File: src/design/etfi_pkg.sv
// Shared types and constants of the escape-time fractal iterator.
`timescale 1ns / 1ps
`default_nettype none
package etfi_pkg;
	localparam int PIX_BITS      = 12;
	localparam int ITER_BITS     = 16;
	localparam int NORM_BITS     = 48;
	localparam int NORM_FRAC     = 24;
	localparam int ESC_BITS      = 32;
	localparam int CFG_DATA_BITS = 32;
	localparam int CFG_IDX_BITS  = 1;

	localparam logic [CFG_IDX_BITS-1:0] REG_MAX_ITER = 1'd0;
	localparam logic [CFG_IDX_BITS-1:0] REG_ESC_NORM = 1'd1;

	localparam logic [ITER_BITS-1:0] MAX_ITER_RESET = 16'd256;
	localparam logic [ESC_BITS-1:0]  ESC_NORM_RESET = 32'h0400_0000;

	typedef struct packed {
		logic                 load;
		logic                 mul;
		logic                 eval;
		logic                 out_load;
		logic                 out_inside;
		logic [ITER_BITS-1:0] out_count;
	} etfi_cmd_t;

	typedef struct packed {
		logic escape;
	} etfi_status_t;
endpackage
`default_nettype wire

File: src/design/etfi_ctrl.sv
// Sequencer: job intake, iteration count, escape decision and result handoff.
`timescale 1ns / 1ps
`default_nettype none
module etfi_ctrl (
	input  wire                              clk,
	input  wire                              arst_n,
	input  wire                              in_valid,
	output logic                             in_ready,
	output logic                             out_valid,
	input  wire                              out_ready,
	input  wire [etfi_pkg::ITER_BITS-1:0]    max_iterations,
	input  etfi_pkg::etfi_status_t           status,
	output etfi_pkg::etfi_cmd_t              cmd
);
	import etfi_pkg::*;

	typedef enum logic [1:0] {
		ST_IDLE,
		ST_MUL,
		ST_EVAL,
		ST_FIN
	} state_t;

	state_t               state_q;
	logic                 first_q;
	logic                 inside_q;
	logic                 out_valid_q;
	logic [ITER_BITS-1:0] n_q;
	logic [ITER_BITS-1:0] limit_q;
	logic                 last_iter;

	assign in_ready  = (state_q == ST_IDLE);
	assign out_valid = out_valid_q;
	assign last_iter = ({1'b0, n_q} + 17'd1) == {1'b0, limit_q};

	always_comb begin
		cmd.load       = in_ready && in_valid;
		cmd.mul        = (state_q == ST_MUL);
		cmd.eval       = (state_q == ST_EVAL);
		cmd.out_load   = (state_q == ST_FIN) && (!out_valid_q || out_ready);
		cmd.out_inside = inside_q;
		cmd.out_count  = n_q;
	end

	always_ff @(posedge clk or negedge arst_n) begin
		if (!arst_n) begin
			state_q     <= ST_IDLE;
			first_q     <= 1'b0;
			inside_q    <= 1'b0;
			out_valid_q <= 1'b0;
			n_q         <= '0;
			limit_q     <= '0;
		end else begin
			if (cmd.out_load) begin
				out_valid_q <= 1'b1;
			end else if (out_ready) begin
				out_valid_q <= 1'b0;
			end
			unique case (state_q)
				ST_IDLE: begin
					if (in_valid) begin
						limit_q <= max_iterations;
						n_q     <= '0;
						first_q <= 1'b1;
						state_q <= ST_MUL;
					end
				end
				ST_MUL: begin
					state_q <= ST_EVAL;
				end
				ST_EVAL: begin
					// first pass only forms |z0|^2 and z1, no escape test
					priority if (first_q) begin
						first_q <= 1'b0;
						if (limit_q == '0) begin
							inside_q <= 1'b1;
							state_q  <= ST_FIN;
						end else begin
							state_q <= ST_MUL;
						end
					end else if (status.escape) begin
						inside_q <= 1'b0;
						state_q  <= ST_FIN;
					end else if (last_iter) begin
						inside_q <= 1'b1;
						n_q      <= limit_q;
						state_q  <= ST_FIN;
					end else begin
						n_q     <= n_q + 16'd1;
						state_q <= ST_MUL;
					end
				end
				ST_FIN: begin
					if (cmd.out_load) begin
						state_q <= ST_IDLE;
					end
				end
				default: begin
					state_q <= ST_IDLE;
				end
			endcase
		end
	end
endmodule
`default_nettype wire
File: config.mk
export PLATFORM = sky130hd
export DESIGN_NAME = etfi_ctrl
export DESIGN_NICKNAME = d
export VERILOG_FILES = /design/src/design/etfi_pkg.sv /design/src/design/etfi_ctrl.sv
export SDC_FILE = /design/constraint.sdc
export NUM_CORES = 1
export LEC_CHECK = 0
export ABC_AREA = 0
export BUFFER_PORTS_ARGS = -buffer_cell sky130_fd_sc_hd__buf_2
export CAP_MARGIN = 20
export CORE_MARGIN = 4
export CORE_UTILIZATION = 40
export DETAILED_ROUTE_END_ITERATION = 12
export SLEW_MARGIN = 0
export SYNTH_ARGS = -nofsm -noshare
export SYNTH_HDL_FRONTEND = slang
export SYNTH_SLANG_ARGS = --single-unit
File: constraint.sdc
create_clock -name clk -period 6.6 [get_ports clk]
set_input_delay 0.66 -clock clk [delete_from_list [all_inputs] [get_ports clk]]
set_output_delay 0.66 -clock clk [all_outputs]
set_load 0.02 [all_outputs]
; ---- Yosys cells after proc, flatten, opt, wreduce, memory -nomap -nowiden
; Index checks and enable logic that the tools add are counted.
[word_totals]
wordCells = 51
regBits = 37
out_inout_bits = 23
input_bits = 21
[op_classes]
eq_ne = 9
addsub = 2
muxes = 20
reduce_logical = 14
[op_table]
columns = cell, n
row1 = $mux W16, 4
row2 = $pmux W16 S2, 1
row3 = $add A16 B1 Y17 const B, 1
row4 = $eq A17 B16 Y1, 1
row5 = $add A16 B1 Y16 const B, 1
row6 = $logic_not A16 Y1, 1
row7 = $mux W2, 6
row8 = $ne A2 B2 Y1 const B, 4
row9 = $pmux W2 S4, 1
row10 = $mux W1, 7
row11 = $reduce_and A2 Y1, 3
row12 = $eq A2 B2 Y1 const B, 2
row13 = $reduce_and A4 Y1, 1
row14 = $reduce_bool A2 Y1, 2
row15 = $reduce_and A3 Y1, 1
row16 = $reduce_bool A3 Y1, 1
row17 = $eq A2 B1 Y1 const B, 1
row18 = $logic_and A1 B1 Y1, 2
row19 = $logic_not A2 Y1, 1
row20 = $ne A2 B1 Y1 const B, 1
row21 = $pmux W1 S2, 1
row22 = $logic_not A1 Y1, 1
row23 = $logic_or A1 B1 Y1, 1

; ---- Logic depth before layout (Yosys ltp)
; Gate-level depths: netlist of the first run.
[depth]
depth_word = 6
ltp_mapped = 11
depth_no_buf = 8

; ---- Least setup slack after synthesis of the first run
; Ideal clock, no wire load.
[synth_timing]
kind = reg2reg
from = register n_q[0]
to = register n_q[13]
arrival_time_ns = 2.761
stages_incl_launch_ff = 10
required_time_ns = 6.473
period_less_slack_ns = 2.888
setup_slack_ns = 3.712
setup_time_ns = 0.127
n_path_buf = 1
cell_sequence = dfrtp_1 ha_1 nand3_2 or4_4 xnor2_2 a2111o_2 nor4_4 buf_2 nand4b_1 nand3_1
[synth_via]
elab_chain_len = 6
elab_cells_between_ends = 7
classes_between = 2 x add/sub / 1 x eq/ne / 4 x mux
[synth_lines]
columns = element, line
row1 = start: declaration, etfi_ctrl.sv:28  ; logic [ITER_BITS-1:0] n_q;
row2 = start signal: assignment, etfi_ctrl.sv:86  ; n_q <= limit_q;
row3 = start signal: assignment, etfi_ctrl.sv:89  ; n_q <= n_q + 16'd1;
row4 = $add A16 B1 Y17, etfi_ctrl.sv:34  ; assign last_iter = ({1'b0, n_q} + 17'd1) == {1'b0, limit_q};
row5 = $eq A17 B16 Y1, etfi_ctrl.sv:34
row6 = $mux W16 *, etfi_ctrl.sv:84  ; end else if (last_iter) begin
row7 = $mux W16 *, etfi_ctrl.sv:81  ; end else if (status.escape) begin
row8 = $mux W16 *, etfi_ctrl.sv:73  ; priority if (first_q) begin
row9 = $pmux W16 S2 *, etfi_ctrl.sv:59  ; unique case (state_q)
; Mark *: on every way between the ends. The rest lies on a longest branch, timed or not. The select of a mux whose other input is x is not followed.
; A chain may end at the register's enable or synchronous reset.

; ---- Worst setup path in the final report of the first run
[layout_timing]
from = register n_q[0]
to = register n_q[11]
; Same word-level chain as after synthesis.

==> reports/qor.txt, run 1 <==
outcome: finished clean
Area contributors post-synth: dfrtp_1, mux2_2, a32oi_1, xnor2_1, nand3_1
Post-synth EDFFs: 0
Num CTS Buffers: 5
global-route wire length before repair: 10.3 mm
Max H-tree Level: 2
Max FO, Critical Path: 23
Comb power frac: 37.1%
critical path type: reg -> reg
Max VDD drop: 0.000211 V
vias per cell: 5.77
core area: 5960 sq um
Final Hold Viols: 0
fillers: 602
share of Yosys cell area claimed by the top area cell type: 37.4%
Cell variety after synth: 50
flops & latches, synth: 37
max frequency: 306 MHz
Tcrit/Tclk final: 49.6%
TritonCTS clock tree: done
Syn. warnings: 0
most frequent cell after synthesis: dfrtp_1
Starting Density: 41.6%
Primary FF master, synth: dfrtp_1
Layout Nets: 316
clk_lat worst skew: 0.30 ns
Rows: 28
sequential element share of the synthesized area: 37.4%
CP startpoint kind: flip-flop
CTS root buf: clkbuf_8
Initial DRC Count: 172
Reg power frac: 39.6%
largest net degree at the start of global routing: 38
setup violators final: 0
CTS sink cnt: 37
worst rel slew slack: 44.2%
Commonest cells post-synth: dfrtp_1, nand2_1, nand3_1
FF-to-FF Start: n_q[0]
final WL: 6.13 mm
register clock-pin slew on the reported worst setup and hold paths: 0.09 ns
vias in the first global route: 1944
diodes inserted: 0
Detail Placement HPWL: 4.38 mm
Slew Limit Fails: 0
final core utilization: 47.4%
Post-CTS Hold Buffers: 0
asr flop ratio synth: 100%
Die Wd: 86.7 um
Mapped Area: 2480 sq um
total congestion overflow: 0
initial antenna violation count: 0
Die ar.: 7510 sq um
Final TNS setup: 0 ns
GP Congestion: 0.898
Resized cells post-CTS: 0
worst hold path type: in -> async
vias post-DR: 2134
element type at the critical path end: flip-flop
DR DRC count: 0
ANT nets after route: 0
sw power: 392 uW
Pwr per Cell Area: 359 nW/um^2
max_cap viols: 0
Critical Path AT: 3.44 ns
clock power share: 23.3%
Worst EP required: 6.77 ns
Leak: 1.22 nW
Mean Syn Cell Area: 9.49 sq um
I/O Buffers: 43
CTS Buffer Depth: 2
setup repair after global routing missed its margin: false
post-synth top area cell: dfrtp_1
setup bufs post-CTS: 0
Slew @ Worst Pin: 0.837 ns
Sw Ratio: 38.6%
syn nets: 283
First-pass DRT Iterations: 4
Top Ports: 44
Syn Inst Count: 261
P&R area growth vs syn: 14.1%
share of cells above drive strength 1: 27.5%
Final Skew: 0.0126 ns
Crit. Startpoint: n_q[0]
internal power: 622 uW
routed len/inst: 16.6 um
crit path time final: 3.27 ns
Die Span Y: 86.7 um
Tot GR Track Use: 17.4%
reg2reg path depth: 9
==> cells by family (layout without fill, tap and decap cells) <==
family	count (synthesis)	in the layout	share of synthesized area [%]
mux	14	14	6.37
compound gates	45	45	13.6
xor+xnor	18	18	6.67
buf+inv	26	60	5.96
simple gates	120	120	29.5
flops	37	37	37.4
fa+ha+maj	1	1	0.505
==> layout make-up <==
type                       instances  area (sq um)  share of cell area [%]
tap                               75          93.8                    3.32
inverter                           5          18.8                   0.664
sequential                        37           926                    32.8
timing repair buffer              47           245                    8.68
clock inverter                     3          65.1                    2.30
multi-input combinational        198          1410                    49.8
clock buffer                       5          68.8                    2.44
==> critical path, stage by stage, from the launching register on <==
cell      delay (ns)
dfrtp_1         0.48
ha_1            0.30
nand3_2         0.19
or4_4           0.56
xnor2_2         0.15
a2111o_2        0.49
nor4_4          0.42
buf_4           0.34
nand4b_1        0.14
nand3_1         0.07
==> through the flow <==
step / worst slack (ns) / hold slack [ns] / total power, mW / cells / cell area [sq um]
after floorplan: 3.71 / 0.364 / 0.664 / 261 / 2480
after global placement: 3.45 / 0.520 / 0.782 / 362 / 2690
after detailed placement: 3.35 / 0.529 / 0.784 / 362 / 2690
after CTS: 3.34 / 0.494 / 1.02 / 370 / 2830
after global routing: 3.07 / 0.537 / 1.09 / 370 / 2830
final: 3.33 / 0.457 / 1.01 / 370 / 2830
==> cells in the final DEF, fill, tap and decap left out, types with 2 or more instances in the layout <==
master	synthesis	final
buf_4	7	4
nand2b_1	6	6
or3_1	8	8
a41oi_1	2	2
nand4_1	6	6
nand3b_1	3	3
inv_1	5	5
nor2_1	10	10
a21oi_1	6	6
a32oi_1	13	13
xor2_1	4	4
mux2_2	14	14
nor3_1	4	3
bufinv_16	0	2
nand3_1	19	19
nor2b_1	7	7
nand3_2	2	2
nand2_1	22	22
and4_1	3	3
clkbuf_8	0	5
or4_1	6	6
nor4_1	6	6
xnor2_1	13	13
dfrtp_1	37	37
o21ai_0	8	8
and3_1	3	3
or4b_1	2	2
a21o_1	5	5
buf_2	7	43
nand4b_1	7	7
==> power by group through the flow <==
stage          logic [mW]  registers, mW  clock network, mW
3_3_place_gp        0.379          0.403                  0
4_1_cts             0.381          0.400              0.242
2_1_floorplan       0.286          0.378                  0
5_1_grt             0.418          0.416              0.254
3_5_place_dp        0.379          0.405                  0
6_report            0.376          0.402              0.236
==> registers in the layout (all words and copies together) (netlist names) <==
name,count
inside_q,1
first_q,1
n_q,16
limit_q,16
state_q,2
out_valid,1
==> final timing paths <==
path | slack (ns) | endpoint
max | 3.33 | n_q[11]
min | 0.46 | n_q[5]
max reg2reg | 3.33 | n_q[11]
min reg2reg | 0.53 | out_valid
max in group asynchronous | 5.60 | limit_q[12]
min in group clk | 0.53 | out_valid
==> per-layer routing <==
| layer | share of wire [%] | wire length (um) | vias up | track usage [%] |
|---|---|---|---|---|
| li1 | - | - | 1049 | - |
| met1 | 46 | 2850 | 1003 | 25.8 |
| met2 | 45 | 2730 | 76 | 25.8 |
| met3 | 7.7 | 471 | 6 | 3.52 |
| met4 | 1.2 | 76 | 0 | 4.67 |
| met5 | 0 | 0 | - | 0 |
(Power assumes the default switching activity.)
==> run 2: changes to the inputs <==
- clock period: 6.6 -> 3.1 ns (I/O delays scaled with it)
==> reports/qor.txt, run 2 (same netlist as run 1, synthesis figures left out) <==
outcome: finished clean (unchanged)
diodes inserted: 0 (unchanged)
Top delay family on crit path: simple AND/OR/NAND/NOR gates (unchanged)
setup violators final: 0 (unchanged)
P&R area growth vs syn: 15.5% (was 14.1%)
CTS Buffer Depth: 2 (unchanged)
CTS root buf: clkbuf_8 (unchanged)
setup bufs post-CTS: 0 (unchanged)
setup repair after global routing missed its margin: false (unchanged)
Initial DRC Count: 160 (was 172)
Post-CTS Hold Buffers: 0 (unchanged)
Num CTS Buffers: 5 (unchanged)
Die ar.: 7510 sq um (unchanged)
core area: 5960 sq um (unchanged)
Tot GR Track Use: 18.7% (was 17.4%)
TritonCTS clock tree: done (unchanged)
post-route cell area: 2860 sq um (was 2830 sq um)
highest-count cells in the layout ignoring fill and taps: buf_2, dfrtp_1, nand2_1 (unchanged)
Leak: 1.25 nW (was 1.22 nW)
largest net degree at the start of global routing: 38 (unchanged)
First-pass DRT Iterations: 4 (unchanged)
max frequency: 363 MHz (was 306 MHz)
share of cells above drive strength 1: 29.7% (was 27.5%)
Die Span Y: 86.7 um (unchanged)
Worst EP required: 3.27 ns (was 6.77 ns)
Slew Limit Fails: 0 (unchanged)
max incr delay on CP: 0.54 ns (was 0.56 ns)
vias per cell: 5.84 (was 5.77)
worst hold path type: in -> async (unchanged)
max_cap viols: 0 (unchanged)
register clock-pin slew on the reported worst setup and hold paths: 0.08 ns (was 0.09 ns)
CP Buf/Inv Count: 1 (unchanged)
Max FO, Critical Path: 20 (was 23)
vias in the first global route: 2113 (was 1944)
routed len/inst: 17.3 um (was 16.6 um)
global-route wire length before repair: 11.0 mm (was 10.3 mm)
Rows: 28 (unchanged)
Starting Density: 41.6% (unchanged)
initial antenna violation count: 0 (unchanged)
Max H-tree Level: 2 (unchanged)
critical path type: reg -> reg (unchanged)
Top Ports: 44 (unchanged)
CTS sink cnt: 37 (unchanged)
final core utilization: 48.0% (was 47.4%)
CP startpoint kind: flip-flop (unchanged)
element type at the critical path end: flip-flop (unchanged)
total congestion overflow: 0 (unchanged)
Layout Nets: 327 (was 316)
Tcrit/Tclk final: 88.8% (was 49.6%)
DR DRC count: 0 (unchanged)
Final Skew: 0.00374 ns (was 0.0126 ns)
Critical Path AT: 2.93 ns (was 3.44 ns)
final WL: 6.58 mm (was 6.13 mm)
Die Wd: 86.7 um (unchanged)
CP max-delay cell: or4_4 (unchanged)
crit path time final: 2.75 ns (was 3.27 ns)
I/O Buffers: 43 (unchanged)
ANT nets after route: 0 (unchanged)
Resized cells post-CTS: 0 (unchanged)
critical path cell sequence: ha_1, nand3_2, or4_4, xnor2_2, a2111o_2, nor4_4, buf_4, nand4b_1, nand3_1 (unchanged)
Pwr per Cell Area: 712 nW/um^2 (was 359 nW/um^2)
Slew @ Worst Pin: 0.829 ns (was 0.837 ns)
Max VDD drop: 0.000458 V (was 0.000211 V)
worst rel slew slack: 44.7% (was 44.2%)
clk_lat worst skew: 0.29 ns (was 0.30 ns)
Final Hold Viols: 0 (unchanged)
vias post-DR: 2224 (was 2134)
Detail Placement HPWL: 4.79 mm (was 4.38 mm)
power after layout: 2.04 mW (was 1.01 mW)
GP Congestion: 0.902 (was 0.898)
Largest regs: limit_q: 16 flops, n_q: 16 flops, state_q: 2 flops (unchanged)
Final TNS setup: 0 ns (unchanged)
most common cell after layout, fill and taps aside: buf_2 (unchanged)
Placement Cell Area: 2780 sq um (was 2690 sq um)
-- run 2: cell count changes in the layout (fill, tap and decap cells not counted) --
cell and change:
buf_4 +10, bufinv_16 -2, buf_6 +1, clkbuf_1 +1, clkinv_2 +1
-- run 2: per-stage QoR --
step / instances / hold slack, ns / setup WS [ns]
6_report: 381 / 0.113 / 0.348
5_1_grt: 381 / 0.189 / 0.142
4_1_cts: 381 / 0.155 / 0.346
3_5_place_dp: 373 / 0.464 / 0.350
3_3_place_gp: 372 / 0.469 / 0.416
2_1_floorplan: 261 / 0.0144 / 0.212
-- run 2: layout make-up --
| class | count | area [sq um] |
|---|---|---|
| Tap cell | 75 | 93.8 |
| Fill cell | 607 | 3100 |
| Inverter | 5 | 18.8 |
| Sequential cell | 37 | 926 |
| Timing Repair Buffer | 58 | 332 |
| Clock inverter | 2 | 10.0 |
| Clock buffer | 6 | 72.6 |
| Multi-Input combinational cell | 198 | 1410 |
-- run 2: path summary, 6_finish.rpt --
check                                   start     endpoint  slack, ns  cells past startpoint
hold / removal                         arst_n       n_q[5]       0.11                      1
max in group asynchronous              arst_n   limit_q[7]       2.47                      1
min in group clk           max_iterations[14]  limit_q[14]       0.23                      3
setup reg to reg                       n_q[1]       n_q[5]       0.35                      9
hold reg to reg                      inside_q     inside_q       0.54                      2
setup / recovery                       n_q[1]       n_q[5]       0.35                      9
-- run 2: layer usage --
metal	vias up	GRT usage (%)	routed length (um)
li1	1072	-	-
met1	1057	27.1	2870
met2	87	28.7	3020
met3	8	2.47	568
met4	0	6.09	129
met5	-	0	0
-- run 2: power by group --
part	total [mW]	leakage, nW	internal [mW]	switching, mW
registers	0.844	0.475	0.631	0.213
logic	0.858	0.732	0.393	0.465
clock network	0.334	0.0450	0.156	0.178
total	2.04	1.25	1.18	0.856
